`src/rtl/tgadec_pkg.sv`:
```
// Shared types and codes of the targa stream decoder.
// No dependencies; used by the top level and its checker.
package tgadec_pkg;

   // result kinds
   localparam logic [1:0] KIND_HEADER = 2'd0;
   localparam logic [1:0] KIND_PIXEL  = 2'd1;
   localparam logic [1:0] KIND_ERROR  = 2'd2;

   // error codes
   localparam logic [1:0] ERR_UNKNOWN     = 2'd0;
   localparam logic [1:0] ERR_NO_DATA     = 2'd1;
   localparam logic [1:0] ERR_UNSUPPORTED = 2'd2;
   localparam logic [1:0] ERR_READ        = 2'd3;

   // header byte positions
   localparam logic [4:0] HDR_ID_LEN    = 5'd0;
   localparam logic [4:0] HDR_CMAP      = 5'd1;
   localparam logic [4:0] HDR_TYPE      = 5'd2;
   localparam logic [4:0] HDR_WIDTH_LO  = 5'd12;
   localparam logic [4:0] HDR_WIDTH_HI  = 5'd13;
   localparam logic [4:0] HDR_HEIGHT_LO = 5'd14;
   localparam logic [4:0] HDR_HEIGHT_HI = 5'd15;
   localparam logic [4:0] HDR_DEPTH     = 5'd16;
   localparam logic [4:0] HDR_LAST      = 5'd17;

   // image types
   localparam logic [7:0] TYPE_NONE     = 8'd0;
   localparam logic [7:0] TYPE_CMAP     = 8'd1;
   localparam logic [7:0] TYPE_TRUE     = 8'd2;
   localparam logic [7:0] TYPE_GRAY     = 8'd3;
   localparam logic [7:0] TYPE_RLE_CMAP = 8'd9;
   localparam logic [7:0] TYPE_RLE_TRUE = 8'd10;
   localparam logic [7:0] TYPE_RLE_GRAY = 8'd11;

   localparam logic [7:0] DEPTH_24    = 8'd24;
   localparam logic [7:0] DEPTH_32    = 8'd32;
   localparam logic [7:0] REPEAT_BIAS = 8'd127;
   localparam logic [7:0] RUN_MAX     = 8'd128;

   typedef struct packed {
      logic [1:0]  kind;
      logic [31:0] pixel;
      logic [7:0]  run_length;
      logic [15:0] image_width;
      logic [15:0] image_height;
      logic        four_byte_pixels;
      logic        line_end;
      logic        image_end;
      logic [1:0]  error_code;
   } rsp_type;

endpackage

```
`src/rtl/tga_image_stream_decoder.sv`:
```
// Targa stream decoder: header parse, id skip, raw and run-length pixel decode.
// Depends on tgadec_pkg.
//
// Usage:
//   Input channel req_*: one file byte per beat (req_data_byte), or an end of
//   file marker (req_stream_end high, byte ignored). The byte after a marker
//   starts a new file.
//   Result channel rsp_*: zero or one result per input beat: a header result
//   with width, height and depth, a pixel run (pixel plus run_length, with
//   line_end and image_end), or an error with error_code.
//   A result is registered and shows on rsp_valid in the cycle after the beat
//   that causes it. Throughput: one byte per cycle while no result is stalled,
//   set by the single state update per byte and the one-deep result register.
//   Stall: while a result sits unaccepted, req_ready is low; it rises again in
//   the cycle rsp_ready takes the result, so the block accepts a new byte in
//   the same cycle that the waiting result leaves.
//   Reset: synchronous, active high; clears the decode control state to the
//   start of a file and empties the result register; header bytes are not reset.
module tga_image_stream_decoder
   import tgadec_pkg::*;
(
   input  logic        clock,
   input  logic        reset,
   input  logic        req_valid,
   output logic        req_ready,
   input  logic [7:0]  req_data_byte,
   input  logic        req_stream_end,
   output logic        rsp_valid,
   input  logic        rsp_ready,
   output logic [1:0]  rsp_kind,
   output logic [31:0] rsp_pixel,
   output logic [7:0]  rsp_run_length,
   output logic [15:0] rsp_image_width,
   output logic [15:0] rsp_image_height,
   output logic        rsp_four_byte_pixels,
   output logic        rsp_line_end,
   output logic        rsp_image_end,
   output logic [1:0]  rsp_error_code
);

   localparam logic [1:0] PH_HEADER = 2'd0;
   localparam logic [1:0] PH_SKIP   = 2'd1;
   localparam logic [1:0] PH_PIXELS = 2'd2;
   localparam logic [1:0] PH_HALT   = 2'd3;

   logic [1:0]  phase_ff, phase_in;
   logic [4:0]  hdr_idx_ff, hdr_idx_in;
   logic [7:0]  id_len_ff, id_len_in;
   logic        cmap_bad_ff, cmap_bad_in;
   logic [7:0]  type_ff, type_in;
   logic [7:0]  depth_ff, depth_in;
   logic [15:0] width_ff, width_in;
   logic [15:0] height_ff, height_in;
   logic        is_rle_ff, is_rle_in;
   logic        depth32_ff, depth32_in;
   logic [7:0]  skip_ff, skip_in;
   logic [15:0] left_ff, left_in;
   logic [15:0] row_ff, row_in;
   logic [7:0]  rep_ff, rep_in;
   logic [7:0]  raw_ff, raw_in;
   logic [1:0]  bip_ff, bip_in;
   logic [31:0] gather_ff, gather_in;

   logic        rsp_valid_ff, rsp_valid_in;
   rsp_type     rsp_ff, rsp_in;

   logic        accept;
   logic        res_hit;
   rsp_type     res;

   logic [31:0] gather_or;
   logic        pixel_done;
   logic [7:0]  run;
   logic [15:0] left_after;
   logic [15:0] row_plus;
   logic        known_type;

   assign req_ready = !rsp_valid_ff || rsp_ready;
   assign accept    = req_valid && req_ready;

   assign gather_or  = gather_ff | ({24'd0, req_data_byte} << {bip_ff, 3'b000});
   assign pixel_done = (bip_ff == (depth32_ff ? 2'd3 : 2'd2));
   assign run        = (rep_ff == 8'd0) ? 8'd1 :
                       (({8'd0, rep_ff} < left_ff) ? rep_ff : left_ff[7:0]);
   assign left_after = left_ff - {8'd0, run};
   assign row_plus   = row_ff + 16'd1;
   assign known_type = type_ff inside {TYPE_CMAP, TYPE_TRUE, TYPE_GRAY,
                                       TYPE_RLE_CMAP, TYPE_RLE_TRUE, TYPE_RLE_GRAY};

   always_comb begin
      phase_in    = phase_ff;
      hdr_idx_in  = hdr_idx_ff;
      id_len_in   = id_len_ff;
      cmap_bad_in = cmap_bad_ff;
      type_in     = type_ff;
      depth_in    = depth_ff;
      width_in    = width_ff;
      height_in   = height_ff;
      is_rle_in   = is_rle_ff;
      depth32_in  = depth32_ff;
      skip_in     = skip_ff;
      left_in     = left_ff;
      row_in      = row_ff;
      rep_in      = rep_ff;
      raw_in      = raw_ff;
      bip_in      = bip_ff;
      gather_in   = gather_ff;
      res_hit     = 1'b0;
      res         = '0;

      if (accept && req_stream_end) begin
         // end of file: report a cut-short file, then restart
         res_hit        = (phase_ff != PH_HALT);
         res.kind       = KIND_ERROR;
         res.error_code = ERR_READ;
         phase_in       = PH_HEADER;
         hdr_idx_in     = 5'd0;
         is_rle_in      = 1'b0;
         depth32_in     = 1'b0;
         skip_in        = 8'd0;
         left_in        = 16'd0;
         row_in         = 16'd0;
         rep_in         = 8'd0;
         raw_in         = 8'd0;
         bip_in         = 2'd0;
         gather_in      = 32'd0;
      end else if (accept) begin
         unique case (phase_ff)
            PH_HEADER: begin
               unique case (hdr_idx_ff)
                  HDR_ID_LEN:    id_len_in = req_data_byte;
                  HDR_CMAP:      cmap_bad_in = (req_data_byte > 8'd1);
                  HDR_TYPE:      type_in = req_data_byte;
                  HDR_WIDTH_LO:  width_in[7:0] = req_data_byte;
                  HDR_WIDTH_HI:  width_in[15:8] = req_data_byte;
                  HDR_HEIGHT_LO: height_in[7:0] = req_data_byte;
                  HDR_HEIGHT_HI: height_in[15:8] = req_data_byte;
                  HDR_DEPTH:     depth_in = req_data_byte;
                  default: ;
               endcase
               hdr_idx_in = hdr_idx_ff + 5'd1;
               if (hdr_idx_ff == HDR_LAST) begin
                  res_hit  = 1'b1;
                  phase_in = PH_HALT;
                  res.kind = KIND_ERROR;
                  // checks run in file order; first failure wins
                  if (cmap_bad_ff) begin
                     res.error_code = ERR_UNKNOWN;
                  end else if (type_ff == TYPE_NONE) begin
                     res.error_code = ERR_NO_DATA;
                  end else if (!known_type) begin
                     res.error_code = ERR_UNKNOWN;
                  end else if ((type_ff != TYPE_TRUE && type_ff != TYPE_RLE_TRUE) ||
                               (depth_ff != DEPTH_24 && depth_ff != DEPTH_32)) begin
                     res.error_code = ERR_UNSUPPORTED;
                  end else begin
                     is_rle_in            = (type_ff == TYPE_RLE_TRUE);
                     depth32_in           = (depth_ff == DEPTH_32);
                     left_in              = width_ff;
                     res.kind             = KIND_HEADER;
                     res.image_width      = width_ff;
                     res.image_height     = height_ff;
                     res.four_byte_pixels = (depth_ff == DEPTH_32);
                     if (width_ff == 16'd0 || height_ff == 16'd0) begin
                        res.image_end = 1'b1;
                     end else if (id_len_ff != 8'd0) begin
                        skip_in  = id_len_ff;
                        phase_in = PH_SKIP;
                     end else begin
                        phase_in = PH_PIXELS;
                     end
                  end
               end
            end
            PH_SKIP: begin
               skip_in = skip_ff - 8'd1;
               if (skip_ff == 8'd1) begin
                  phase_in = PH_PIXELS;
               end
            end
            PH_PIXELS: begin
               if (is_rle_ff && rep_ff == 8'd0 && raw_ff == 8'd0) begin
                  // packet head
                  if (req_data_byte >= RUN_MAX) begin
                     rep_in = req_data_byte - REPEAT_BIAS;
                  end else begin
                     raw_in = req_data_byte + 8'd1;
                  end
               end else if (!pixel_done) begin
                  gather_in = gather_or;
                  bip_in    = bip_ff + 2'd1;
               end else begin
                  res_hit        = 1'b1;
                  res.kind       = KIND_PIXEL;
                  res.pixel      = gather_or;
                  res.run_length = run;
                  gather_in      = 32'd0;
                  bip_in         = 2'd0;
                  left_in        = left_after;
                  if (rep_ff != 8'd0) begin
                     rep_in = 8'd0;
                  end else if (raw_ff != 8'd0) begin
                     raw_in = raw_ff - 8'd1;
                  end
                  if (left_after == 16'd0) begin
                     // line end: clear packet state and move to the next row
                     left_in      = width_ff;
                     rep_in       = 8'd0;
                     raw_in       = 8'd0;
                     row_in       = row_plus;
                     res.line_end = 1'b1;
                     if (row_plus == height_ff) begin
                        res.image_end = 1'b1;
                        phase_in      = PH_HALT;
                     end
                  end
               end
            end
            PH_HALT: ;
            default: ;
         endcase
      end
   end

   always_comb begin
      rsp_in = rsp_ff;
      if (accept && res_hit) begin
         rsp_valid_in = 1'b1;
         rsp_in       = res;
      end else if (rsp_ready) begin
         rsp_valid_in = 1'b0;
      end else begin
         rsp_valid_in = rsp_valid_ff;
      end
   end

   always_ff @(posedge clock) begin
      if (reset) begin
         phase_ff     <= PH_HEADER;
         hdr_idx_ff   <= 5'd0;
         is_rle_ff    <= 1'b0;
         depth32_ff   <= 1'b0;
         skip_ff      <= 8'd0;
         left_ff      <= 16'd0;
         row_ff       <= 16'd0;
         rep_ff       <= 8'd0;
         raw_ff       <= 8'd0;
         bip_ff       <= 2'd0;
         gather_ff    <= 32'd0;
         rsp_valid_ff <= 1'b0;
      end else begin
         phase_ff     <= phase_in;
         hdr_idx_ff   <= hdr_idx_in;
         is_rle_ff    <= is_rle_in;
         depth32_ff   <= depth32_in;
         skip_ff      <= skip_in;
         left_ff      <= left_in;
         row_ff       <= row_in;
         rep_ff       <= rep_in;
         raw_ff       <= raw_in;
         bip_ff       <= bip_in;
         gather_ff    <= gather_in;
         rsp_valid_ff <= rsp_valid_in;
      end
   end

   // header bytes and result payload: written before use, no reset
   always_ff @(posedge clock) begin
      id_len_ff   <= id_len_in;
      cmap_bad_ff <= cmap_bad_in;
      type_ff     <= type_in;
      depth_ff    <= depth_in;
      width_ff    <= width_in;
      height_ff   <= height_in;
      rsp_ff      <= rsp_in;
   end

   assign rsp_valid            = rsp_valid_ff;
   assign rsp_kind             = rsp_ff.kind;
   assign rsp_pixel            = rsp_ff.pixel;
   assign rsp_run_length       = rsp_ff.run_length;
   assign rsp_image_width      = rsp_ff.image_width;
   assign rsp_image_height     = rsp_ff.image_height;
   assign rsp_four_byte_pixels = rsp_ff.four_byte_pixels;
   assign rsp_line_end         = rsp_ff.line_end;
   assign rsp_image_end        = rsp_ff.image_end;
   assign rsp_error_code       = rsp_ff.error_code;

endmodule

```
`config.mk`:
```
export PLATFORM = sky130hd
export DESIGN_NAME = tga_image_stream_decoder
export DESIGN_NICKNAME = d
export VERILOG_FILES = /design/src/rtl/tgadec_pkg.sv /design/src/rtl/tga_image_stream_decoder.sv
export SDC_FILE = /design/constraint.sdc
export NUM_CORES = 1
export LEC_CHECK = 0
export BUFFER_PORTS_ARGS = -buffer_cell sky130_fd_sc_hd__clkbuf_2
export CORE_ASPECT_RATIO = 1.4
export CORE_MARGIN = 3
export CORE_UTILIZATION = 40
export CTS_BUF_LIST = sky130_fd_sc_hd__clkbuf_8
export DETAILED_ROUTE_END_ITERATION = 6
export GPL_ROUTABILITY_DRIVEN = 0
export PLACE_DENSITY = 0.53
export SYNTH_ARGS = -nofsm -noshare
export SYNTH_HDL_FRONTEND = slang
export SYNTH_SLANG_ARGS = --single-unit
```
`constraint.sdc`:
```
create_clock -name clock -period 7 [get_ports clock]
set_input_delay 1.05 -clock clock [delete_from_list [all_inputs] [get_ports clock]]
set_output_delay 1.05 -clock clock [all_outputs]
set_load 0.005 [all_outputs]
```
; After elaboration in Yosys (flattened, before gate mapping)
; Index checks and enable logic that the tools add are counted.
[word_totals]
reg_bits = 236
in_bits = 13
out_inout_bits = 81
wordCells = 231
[classes]
addsub = 8
order_cmp = 3
eq_ne = 40
n_shift = 1
n_mux = 86
bitwise_logic = 12
reduce_logical = 51
[ops]
columns = cell, count
row1 = 33-bit two-way mux, 6
row2 = 8-bit two-way mux, 20
row3 = 16-bit two-way mux, 8
row4 = 41-bit two-way mux, 2
row5 = 79-bit two-way mux, 1
row6 = 2-bit two-way mux, 25
row7 = 16-bit logical NOT, 3
row8 = 40-bit two-way mux, 1
row9 = 32-bit two-way mux, 1
row10 = 32-bit OR, 1
row11 = 16-bit case mux with 2 select lines, 1
row12 = 4-bit AND reduction, 8
row13 = 8-bit by 5-bit << shifter with 32-bit output, 1
row14 = "2-bit inequality test, second input constant", 14
row15 = "8-bit by 4-bit == test with 1-bit output, second input constant", 3
row16 = 8-bit logical NOT, 3
row17 = 8-bit nonzero test, 3
row18 = "5-bit by 4-bit == test with 1-bit output, second input constant", 4
row19 = 9-bit AND reduction, 2
row20 = "16-bit by 1-bit adder with 16-bit output, second input constant", 1
row21 = 16-bit == test, 1
row22 = "8-bit by 1-bit == test with 1-bit output, second input constant", 2
row23 = "8-bit by 2-bit == test with 1-bit output, second input constant", 2
row24 = 8-bit by 16-bit < comparator with 1-bit output, 1
row25 = 45 further kinds, 87

; Logic depth before layout (Yosys ltp)
; Gate-level depths: netlist of the first run.
[depth]
ltp_word = 10
ltp_mapped = 24
ltp_nobuf = 21

; Worst setup path after synthesis of the first run
; No wires, ideal clock.
[synth_path]
kind = reg2reg
startpoint = register left_ff[1]
endpoint = register phase_ff[1]
setup_ns = 0.133
arrival_ns = 4.849
required_time_ns = 6.867
setup_slack_ns = 2.017
path_stages_with_launch = 23
path_buffers = 3
period_less_slack_ns = 4.983
path_cell_list = dfxtp_1 > inv_1 > ha_1 > a21o_1 > a21o_1 > a21o_1 > a21o_1 > a2111oi_0 > or4_1 > buf_2 > buf_2 > a22oi_1 > ha_1 > buf_2 > a21o_1 > a211oi_1 > a211oi_1 > a2111oi_0 > nand4_1 > a2111oi_1 > o21ai_1 > nor4b_2 > a211oi_1
[synth_via]
elab_chain_cells = 7
[synth_rtl]
columns = item, line
row1 = from (decl), tga_image_stream_decoder.sv:57  ; logic [15:0] left_ff, left_in;
row2 = from (signal assigned), tga_image_stream_decoder.sv:257  ; left_ff <= left_in;
row3 = 8-bit by 16-bit < comparator with 1-bit output, tga_image_stream_decoder.sv:84  ; (({8'd0, rep_ff} < left_ff) ? rep_ff : left_ff[7:0]);
row4 = 8-bit two-way mux, tga_image_stream_decoder.sv:84
row5 = 8-bit two-way mux, tga_image_stream_decoder.sv:83  ; assign run = (rep_ff == 8'd0) ? 8'd1 :
row6 = 16-bit by 8-bit subtractor with 16-bit output *, tga_image_stream_decoder.sv:85  ; assign left_after = left_ff - {8'd0, run};
row7 = 16-bit logical NOT *, tga_image_stream_decoder.sv:205  ; if (left_after == 16'd0) begin
row8 = 2-bit inequality test (no line) *, n/a
row9 = 8-bit AND reduction (no line) *, n/a
row10 = to (signal assigned), tga_image_stream_decoder.sv:252  ; phase_ff <= phase_in;
row11 = to (decl), tga_image_stream_decoder.sv:46  ; logic [1:0] phase_ff, phase_in;
; Mark *: on every way between the ends. The rest lies on a longest branch, timed or not.
; A chain may end at the register's enable or synchronous reset.

; Worst setup path after layout of the first run
[layout_path]
startpoint = register left_ff[1]
endpoint = register raw_ff[3]
[layout_via]
elab_chain_cells = 8
word_cells_on_any_way = 11
classes_between = add/sub: 1 / order compare: 1 / eq/ne: 1 / mux: 5 / reduce/logical: 3
[layout_rtl]
columns = item, line
row1 = 8-bit by 16-bit < comparator with 1-bit output *, tga_image_stream_decoder.sv:84
row2 = 8-bit two-way mux *, tga_image_stream_decoder.sv:84
row3 = 8-bit two-way mux *, tga_image_stream_decoder.sv:83
row4 = named net run[0], tga_image_stream_decoder.sv:73  ; logic [7:0] run;
row5 = 16-bit by 8-bit subtractor with 16-bit output *, tga_image_stream_decoder.sv:85
row6 = 16-bit logical NOT *, tga_image_stream_decoder.sv:205
row7 = branches (longest 3 deep; another with 6-bit AND reduction), n/a
row8 = to (signal assigned), tga_image_stream_decoder.sv:260  ; raw_ff <= raw_in;
row9 = to (decl), tga_image_stream_decoder.sv:60  ; logic [7:0] raw_ff, raw_in;
; Mark *: on every way through the listed nets, which the timed path passes. The select of a mux whose other input is x is not followed.

==> flow_summary.toml, run 1 <==
[setup_path]
path_max_fanout = 17
worstReg2RegStart = "left_ff[1]"
crit_required_ps = 7480
max_stage_delay_ps = 580
start_kind = "flip-flop"
cp_slowest_cell = "a211oi_1"
path_common_cell = "a21o_1"
path_cells = "inv_1 -> ha_1 -> a21o_1 -> a21o_1 -> a21o_1 -> a21o_1 -> a2111oi_0 -> or4_1 -> buf_4 -> mux2i_1 -> nand2_1 -> ha_1 -> nand2b_1 -> a211oi_1 -> o31ai_1 -> a211oi_2 -> nand4_1 -> a2111oi_4 -> buf_4 -> o21ai_1 -> nor2_1 -> a32o_1"
critPathCaptureType = "flip-flop"
cp.buffers_inverters = 3
crit_type = "reg2reg"
crit_path_start = "left_ff[1]"
critPathTopFamily = "compound AO/OA/AOI/OAI gates"
crit_arrival_ps = 6270

[detailed_routing]
antenna_left = 0
first_pass_iters = 5
drt-initial-drc-count = 442
finalWirelength_um = 30400
viasPerCell = 5.53
drc_errors = 0
wl_per_cell_um = 18.9
vias = 8896

[clock_network]
cts_tree = "built"
cts_root_buf = "clkbuf_8"
numCtsBuffers = 39
cts.sinks = 236
htree_levels = 2
postCtsHoldBufs = 0
cts_resized = 0
postCtsSetupRepairBufs = 0
insertion_delay_ps = 550
clkTransAtPathRegs_ps = 60
clockBufferDepth = 3

[yosys]
synth_fp_nets = 1179
synth_edf_count = 136
synth-seq-cells = 236
synthFlopType = "edfxtp_1"
synth_cell_types = 76
syn_area_um2 = 11500
ys_async_sr_fraction_pct = 0
yosysSeqAreaShare_pct = 53.0
syn_avg_cell_area_um2 = 10.1
ys_warn_count = 0
postSynthCellCount = 1132

[hold_path]
hp-class = "reg2reg"
min-delay-start = "gather_ff[30]"

[sta]
tns_ps = 0
slew_violations = 0
min_period_ps = 5790
hold_violations = 0
final.setup.worst_slack_ps = 1210
tightest_slew_ps = 1070
finalSetupViolations = 0
rsz0062_at_grt = "false"
slew_headroom_pct = 28.5
fmax_mhz = 173
fin_skew_ps = 34.3
fin_crit_sh_pct = 82.7
hold_ws_ps = 468

[place]
dp_cells = 1540
dpl.hpwl_um = 20800
dp_slack_ps = 1290
portBuffers = 93

[status]
outcome = "completed"

[grt]
grt_overflow = 0
grt_pass1_vias = 8703
grt_start_max_net_pins = 45
grt_pass1_wl_um = 48100
grt_usage_pct = 19.8
antenna_found_initial = 0

[floorplan]
core_area_um2 = 27900
dieWidth_um = 149
io_pins = 94
dieArea_um2 = 30800
rows = 72
start_util_pct = 41.1
die_y_um = 206

[finish]
drive_above_1_share_pct = 14.7
diodes = 0
stdcell_count = 1610
mostFrequentLayoutCells = "139 x nor2_1, 136 x edfxtp_1, 118 x a21oi_1"
nets = 1258
syn2layout_area_growth_pct = 13.3
final_common_cell = "nor2_1"

[power_and_ir_drop]
power_density_nw_per_um2 = 216
ir_drop_v = 0.000133
power_leakage_nw = 4.67
finalPower_mw = 2.81

[flow_run]
drv_cap = 0
-- flip-flops by register name (all words and copies together), names as in the netlist, 5 cells and up --
name              count
row_ff               16
rsp_pixel            32
rsp_run_length        8
raw_ff                8
skip_ff               8
height_ff            16
hdr_idx_ff            5
rep_ff                8
rsp_image_height     16
gather_ff            32
width_ff             16
depth_ff              8
rsp_image_width      16
id_len_ff             8
type_ff               8
left_ff              16
-- layer usage --
metal  vias up  routed length (µm)  track usage, %
met4         0                1080            8.28
met5         -                   0               0
met2       255               14600            33.2
met3        76                1420            3.03
li1       4340                   -               -
met1      4225               13300            25.4
-- through the flow --
step	util, %	area (µm²)
after detailed placement	43.8	12200
after global placement	43.8	12200
after global routing	46.6	13000
after floorplan	-	11500
final	46.6	13000
after CTS	46.6	13000
-- synthesized netlist by cell type, types with 4 or more instances --
master	count	share of area (%)
and4_1	4	0.31
nand4_1	24	1.3
o211ai_1	9	0.59
a31oi_1	6	0.33
or3_1	10	0.55
a211oi_1	9	0.59
nand2_1	53	1.7
o21ai_1	5	0.22
edfxtp_1	136	36
buf_2	20	0.87
a32o_1	8	0.70
xor2_1	27	2.1
and2_1	48	2.6
o32ai_1	4	0.31
nand3_1	36	1.6
nor2b_1	12	0.65
ha_1	33	3.6
a22o_1	5	0.38
mux2i_1	14	1.2
dfxtp_1	100	17
clkbuf_1	32	1.0
a211o_1	5	0.38
buf_1	13	0.43
o21ai_0	35	1.5
a21o_1	9	0.59
xnor2_1	18	1.4
nand2b_1	9	0.49
o21a_1	8	0.52
nor3_1	25	1.1
a22oi_1	7	0.46
o31ai_1	5	0.33
and3_1	14	0.76
nor4_1	24	1.3
nor3b_1	6	0.39
inv_1	31	1.0
nor2_1	139	4.5
a21oi_1	119	5.2
or4_1	7	0.46
-- cells by family after synthesis --
group	count (synthesis)	share of synthesized area, %
xor+xnor	45	3.44
fa+ha+maj	34	3.77
flops	236	53.0
buf+inv	99	3.59
mux	16	1.42
simple gates	430	19.5
compound gates	272	15.3
-- power by group --
part	total (mW)	switching, mW	leakage (nW)	internal (mW)
sequential	1.49	0.00747	2.08	1.49
clock	1.22	0.546	0.450	0.670
combinational	0.0976	0.0725	2.14	0.0250
-- final timing paths --
path         cells past startpoint       endpoint  slack (ps)
max                             22      raw_ff[3]        1210
max reg2reg                     22      raw_ff[3]        1210
min                              2  gather_ff[30]         470
min reg2reg                      2  gather_ff[30]         470
-- final cells by class --
cell class,count,area (µm²)
clock buffers,46,633
repair buffers,106,563
flip-flops and latches,236,6090
clock inverters,24,149
inverters,31,118
fillers,2689,14900
multi-input cells,797,4990
well taps,370,463
-- tightest hold or removal path, stage by stage, from the launching register on --
cell	delay, ps
dfxtp_1	330
a21oi_1	40
nor2_1	70
Note: power is estimated with default switching activity, not from simulation.
==> inputs of run 2 (changes only) <==
--- a/config.mk
+++ b/config.mk
@@ -12,7 +12,7 @@
 export CTS_BUF_LIST = sky130_fd_sc_hd__clkbuf_8
 export DETAILED_ROUTE_END_ITERATION = 6
 export GPL_ROUTABILITY_DRIVEN = 0
-export PLACE_DENSITY = 0.53
+export PLACE_DENSITY = 0.55
 export SYNTH_ARGS = -nofsm -noshare
 export SYNTH_HDL_FRONTEND = slang
 export SYNTH_SLANG_ARGS = --single-unit
==> constraint.sdc (replaced) <==
create_clock -name clock -period 4.7 [get_ports clock]
set_input_delay 0.705 -clock clock [delete_from_list [all_inputs] [get_ports clock]]
set_output_delay 0.705 -clock clock [all_outputs]
set_load 0.005 [all_outputs]
==> run 2 against run 1 <==
Net effect: the run now ends with negative setup slack left; register-to-register slack worse by 1400 ps; cell count is 5.7% higher; setup slack worse by 1400 ps; combinational power is 51% higher; die area stayed put; wire length is 5.3% higher; clock-buffer cell count is 4 lower; non-clock buffer count is 92 higher.
==> flow_summary.toml, run 2 (same netlist as run 1, synthesis figures left out) <==
[setup_path]
crit_path_start = "left_ff[1]"
crit_type = "reg2reg"
critPathCaptureType = "flip-flop"
crit_required_ps = 5200
regToRegSetupSlack_ps = -150
reg2reg_to = "row_ff[7]"
worstReg2RegStart = "left_ff[1]"
crit_arrival_ps = 5350
setup.worst_path.end = "row_ff[7]"
path_max_fanout = 6
start_kind = "flip-flop"
worstRegToRegCells = 24

[clock_network]
cts_tree = "built"
numCtsBuffers = 39
clockBufferDepth = 3
clkTransAtPathRegs_ps = 60
postCtsHoldBufs = 0
cts.sinks = 236
insertion_delay_ps = 560
htree_levels = 2
cts_root_buf = "clkbuf_8"

[detailed_routing]
viasPerCell = 5.49
wl_per_cell_um = 18.8
antenna_left = 0
drc_errors = 0
vias = 9344
finalWirelength_um = 32000
first_pass_iters = 5
drt-initial-drc-count = 450

[floorplan]
start_util_pct = 41.1
die_y_um = 206
core_area_um2 = 27900
io_pins = 94
dieArea_um2 = 30800
rows = 72
dieWidth_um = 149

[power_and_ir_drop]
power_density_nw_per_um2 = 294
ir_drop_v = 0.000207
power_leakage_nw = 5.22
finalPower_mw = 4.20

[finish]
multi_input_area_um2 = 5480
drive_above_1_share_pct = 26.0
diodes = 0
fillers = 2588
mostFrequentLayoutCells = "136 x edfxtp_1, 133 x nor2_1, 107 x a21oi_1"
nets = 1350
final_common_cell = "edfxtp_1"
syn2layout_area_growth_pct = 24.5
regArea_um2 = 6090

[grt]
grt_usage_pct = 20.2
grt_overflow = 0
grt_pass1_vias = 9040
grt_pass1_wl_um = 49300
antenna_found_initial = 0
grt_start_max_net_pins = 45

[sta]
final.setup.worst_slack_ps = -148
rsz0062_at_grt = "true"
hold_violations = 0
fmax_mhz = 206
slew_violations = 0
fin_crit_sh_pct = 103
min_period_ps = 4850
slew_headroom_pct = 24.6
finalSetupViolations = 39
tns_ps = -2650
tightest_slew_ps = 1120
fin_skew_ps = 27.1

[status]
outcome = "complete, but fails checks"
violations = "negative setup slack"

[place]
dpl.hpwl_um = 21900
portBuffers = 93

[hold_path]
hp-class = "in2reg"

[flow_run]
drv_cap = 0
==> run 2: repair_timing <==
action | 4_1_cts | 5_1_grt
gates resized for setup | 19 | 90
gates cloned | 1 | 0
pin swaps | 9 | 26
buffers inserted | 4 | 11
setup endpoints to repair | 50 | 51
==> run 2: metrics by stage <==
step	cell area (µm²)	hold WS (ps)	utilization [%]	setup slack [ps]	std cells
after detailed placement	12900	456	46.0	-333	1617
after floorplan	11500	438	-	-116	1132
final	14300	406	51.1	-148	1702
after CTS	13800	361	49.3	-150	1692
after global placement	12900	449	46.0	-199	1617
after global routing	14300	401	51.1	-396	1702
==> run 2: how the worst min path moves through the flow <==
stage	slack (ps)	to	startpoint	cells after the start
3_3_place_gp	450	gather_ff[27]	gather_ff[27]	2
5_1_grt	400	rsp_valid	reset	2
2_1_floorplan	440	gather_ff[0]	gather_ff[0]	2
4_1_cts	360	rsp_valid	reset	2
3_5_place_dp	460	gather_ff[29]	gather_ff[29]	2
6_report	410	rsp_valid	reset	2
==> run 2: cell type report <==
class | count | share of cell area (%)
inverter | 31 | 0.824
clock buffer | 42 | 4.05
tap | 370 | 3.24
timing repair buffer | 198 | 9.43
sequential | 236 | 42.6
clock inverter | 28 | 1.48
multi-input combinational | 797 | 38.3
==> run 2: per-layer routing <==
metal / up-vias / track usage (%) / part of all wire, %
li1: 4508 / - / -
met4: 0 / 8.77 / 4.2
met5: - / 0 / 0
met2: 295 / 34.1 / 49
met3: 86 / 3.49 / 5.1
met1: 4455 / 25.4 / 42
==> run 2: critical path, cell delays in order (launching register included) <==
cell       delay, ps
dfxtp_2          330
inv_2             50
ha_4             240
a21o_1           110
a21o_1           100
a21o_1           100
a21o_1           150
a2111oi_4         80
or4_4            470
buf_6            150
nor2_4           180
a22o_1           220
fa_2             280
nor2b_4           60
o21a_1           210
or3_4            390
buf_4            150
a211oi_2         170
nand4_1          160
a2111oi_4        290
buf_4            200
buf_8            140
nand3_2           80
or3_1            360
a21oi_1          110
==> run 2: where the power goes <==
part | switching, mW | internal (mW) | total, mW
combinational | 0.109 | 0.0381 | 0.147
clock | 0.829 | 0.998 | 1.83
sequential | 0.0114 | 2.21 | 2.22
total | 0.949 | 3.25 | 4.20
==> inputs of run 3 (changes only) <==
--- a/config.mk
+++ b/config.mk
@@ -12,7 +12,7 @@
 export CTS_BUF_LIST = sky130_fd_sc_hd__clkbuf_8
 export DETAILED_ROUTE_END_ITERATION = 6
 export GPL_ROUTABILITY_DRIVEN = 0
-export PLACE_DENSITY = 0.55
+export PLACE_DENSITY_LB_ADDON = 0.08
 export SYNTH_ARGS = -nofsm -noshare
 export SYNTH_HDL_FRONTEND = slang
 export SYNTH_SLANG_ARGS = --single-unit
==> constraint.sdc (replaced) <==
create_clock -name clock -period 4.7 [get_ports clock]
set_input_delay 0.705 -clock clock [delete_from_list [all_inputs] [get_ports clock]]
set_output_delay 0.705 -clock clock [all_outputs]
set_load 0.1 [all_outputs]
==> run 3 against run 2 <==
Net effect: the run still ends with negative setup slack left; cell count rose by 0.24%; clock-buffer cell count rose by 3; core utilization fell by 1.4 points; sequential cell count did not move; clock power fell by 2%; maximum frequency rose by 0.27%; combinational power rose by 120%; global-route usage rose by 1.1 points.
==> flow_summary.toml, run 3 (same netlist as run 1, synthesis figures left out) <==
[grt]
grt_pass1_wl_um = 51600
grt_pass1_vias = 9407
grt_start_max_net_pins = 80
grt_overflow = 0
grt_usage_pct = 21.3
antenna_found_initial = 1

[detailed_routing]
first_pass_iters = 5
wl_per_cell_um = 19.2
vias = 9410
viasPerCell = 5.52
antenna_left = 0
drt-initial-drc-count = 489
finalWirelength_um = 32700
drc_errors = 0

[setup_path]
cp_slowest_cell = "fa_2"
critPathCaptureType = "flip-flop"
path_cells = "inv_2 -> ha_4 -> a21o_1 -> a21o_1 -> a21o_1 -> a21o_1 -> a2111oi_2 -> or4_4 -> mux2i_4 -> nand2_2 -> ha_4 -> fa_2 -> nor2b_2 -> o21a_1 -> o21ai_1 -> buf_4 -> a211oi_2 -> nand4_1 -> a2111oi_4 -> buf_6 -> nand3_2 -> or3_4 -> a21oi_2"
crit_required_ps = 5190
start_kind = "flip-flop"
crit_type = "reg2reg"
max_stage_delay_ps = 420
crit_arrival_ps = 5320
critPathTopFamily = "compound AO/OA/AOI/OAI gates"
path_max_fanout = 8
cp.buffers_inverters = 3
path_common_cell = "a21o_1"

[sta]
hold_ws_ps = 365
tns_ps = -1750
hold_violations = 0
min_period_ps = 4830
slew_violations = 0
tightest_slew_ps = 1080
fmax_mhz = 207
rsz0062_at_grt = "true"
finalSetupViolations = 32
fin_skew_ps = 20.2
slew_headroom_pct = 27.7
fin_crit_sh_pct = 103
final.setup.worst_slack_ps = -135

[finish]
diodes = 0
regArea_um2 = 6090
syn2layout_area_growth_pct = 21.2
multi_input_area_um2 = 5170
final_common_cell = "edfxtp_1"
drive_above_1_share_pct = 23.7
nets = 1354
fillers = 2682
mostFrequentLayoutCells = "136 x edfxtp_1, 133 x nor2_1, 114 x a21oi_1"

[clock_network]
insertion_delay_ps = 560
cts_root_buf = "clkbuf_8"
htree_levels = 2
numCtsBuffers = 39
cts_tree = "built"
cts.sinks = 236
clkTransAtPathRegs_ps = 70
clockBufferDepth = 3

[place]
portBuffers = 93
dpl.hpwl_um = 22700

[status]
outcome = "complete, but fails checks"
violations = "negative setup slack"

[floorplan]
core_area_um2 = 27900
dieArea_um2 = 30800
dieWidth_um = 149
die_y_um = 206
start_util_pct = 41.1
io_pins = 94
rows = 72

[power_and_ir_drop]
power_leakage_nw = 5.16
clkPwrFrac_pct = 41.3
ir_drop_v = 0.000247
power_density_nw_per_um2 = 311
p_comb_share_pct = 7.3
swShare_pct = 26.4
internal-power_mw = 3.19
pwr-share-seq_pct = 51.4
p_switching_mw = 1.14

[hold_path]
hp-class = "in2reg"

[flow_run]
drv_cap = 0
## run 3: layer usage
metal / GRT usage [%] / vias up / share of wire (%)
li1: - / 4520 / -
met1: 26.6 / 4502 / 42
met2: 36.8 / 305 / 50
met3: 3.88 / 83 / 5.1
met4: 7.65 / 0 / 3.1
met5: 0 / - / 0
## run 3: power groups by stage
| stage | sequential (mW) | combinational, mW | clock [mW] |
|---|---|---|---|
| 2_1_floorplan | 2.44 | 0.0679 | 0 |
| 3_3_place_gp | 2.27 | 0.319 | 0 |
| 3_5_place_dp | 2.27 | 0.318 | 0 |
| 4_1_cts | 2.22 | 0.319 | 1.83 |
| 5_1_grt | 2.23 | 0.330 | 1.93 |
| 6_report | 2.22 | 0.317 | 1.79 |
## run 3: layout make-up
class	count	area share, %
sequential	236	43.8
multi-input combinational	797	37.2
timing repair buffer	202	9.34
clock buffer	45	4.46
tap	370	3.33
clock inverter	25	1.04
inverter	31	0.846
## run 3: final timing paths
path / startpoint / endpoint / slack (ps) / cells past startpoint
max: left_ff[1] / row_ff[7] / -130 / 23
min: reset / rsp_valid / 360 / 2
max reg2reg: left_ff[1] / row_ff[7] / -130 / 23
min reg2reg: gather_ff[13] / gather_ff[13] / 470 / 2
## run 3: repair_timing
action | in CTS | in global routing
gates resized for setup | 18 | 21
gates cloned | 0 | 0
pin swaps | 8 | 9
hold buffers | 0 | 0
endpoints found under the setup margin | 49 | 51
setup buffers | 9 | 4
hold endpoints to repair | 0 | 0
## run 3: worst register-to-register path, delay by kind of cell (launching register included)
| family | cells | cell delay [ps] |
|---|---|---|
| compound gates | 10 | 1890 |
| simple gates | 6 | 1090 |
| fa+ha+maj | 3 | 790 |
| buf+inv | 3 | 440 |
| flops | 1 | 320 |
| mux | 1 | 250 |
## run 3: through the flow
step	cells	util (%)	power, mW	instance area (µm²)	setup slack, ps
final	1706	49.8	4.33	13900	-135
after global placement	1623	46.1	2.59	12900	-234
after CTS	1702	49.3	4.38	13800	-101
after global routing	1706	49.8	4.49	13900	-375
after floorplan	1132	-	2.51	11500	-116
after detailed placement	1623	46.1	2.59	12900	-408
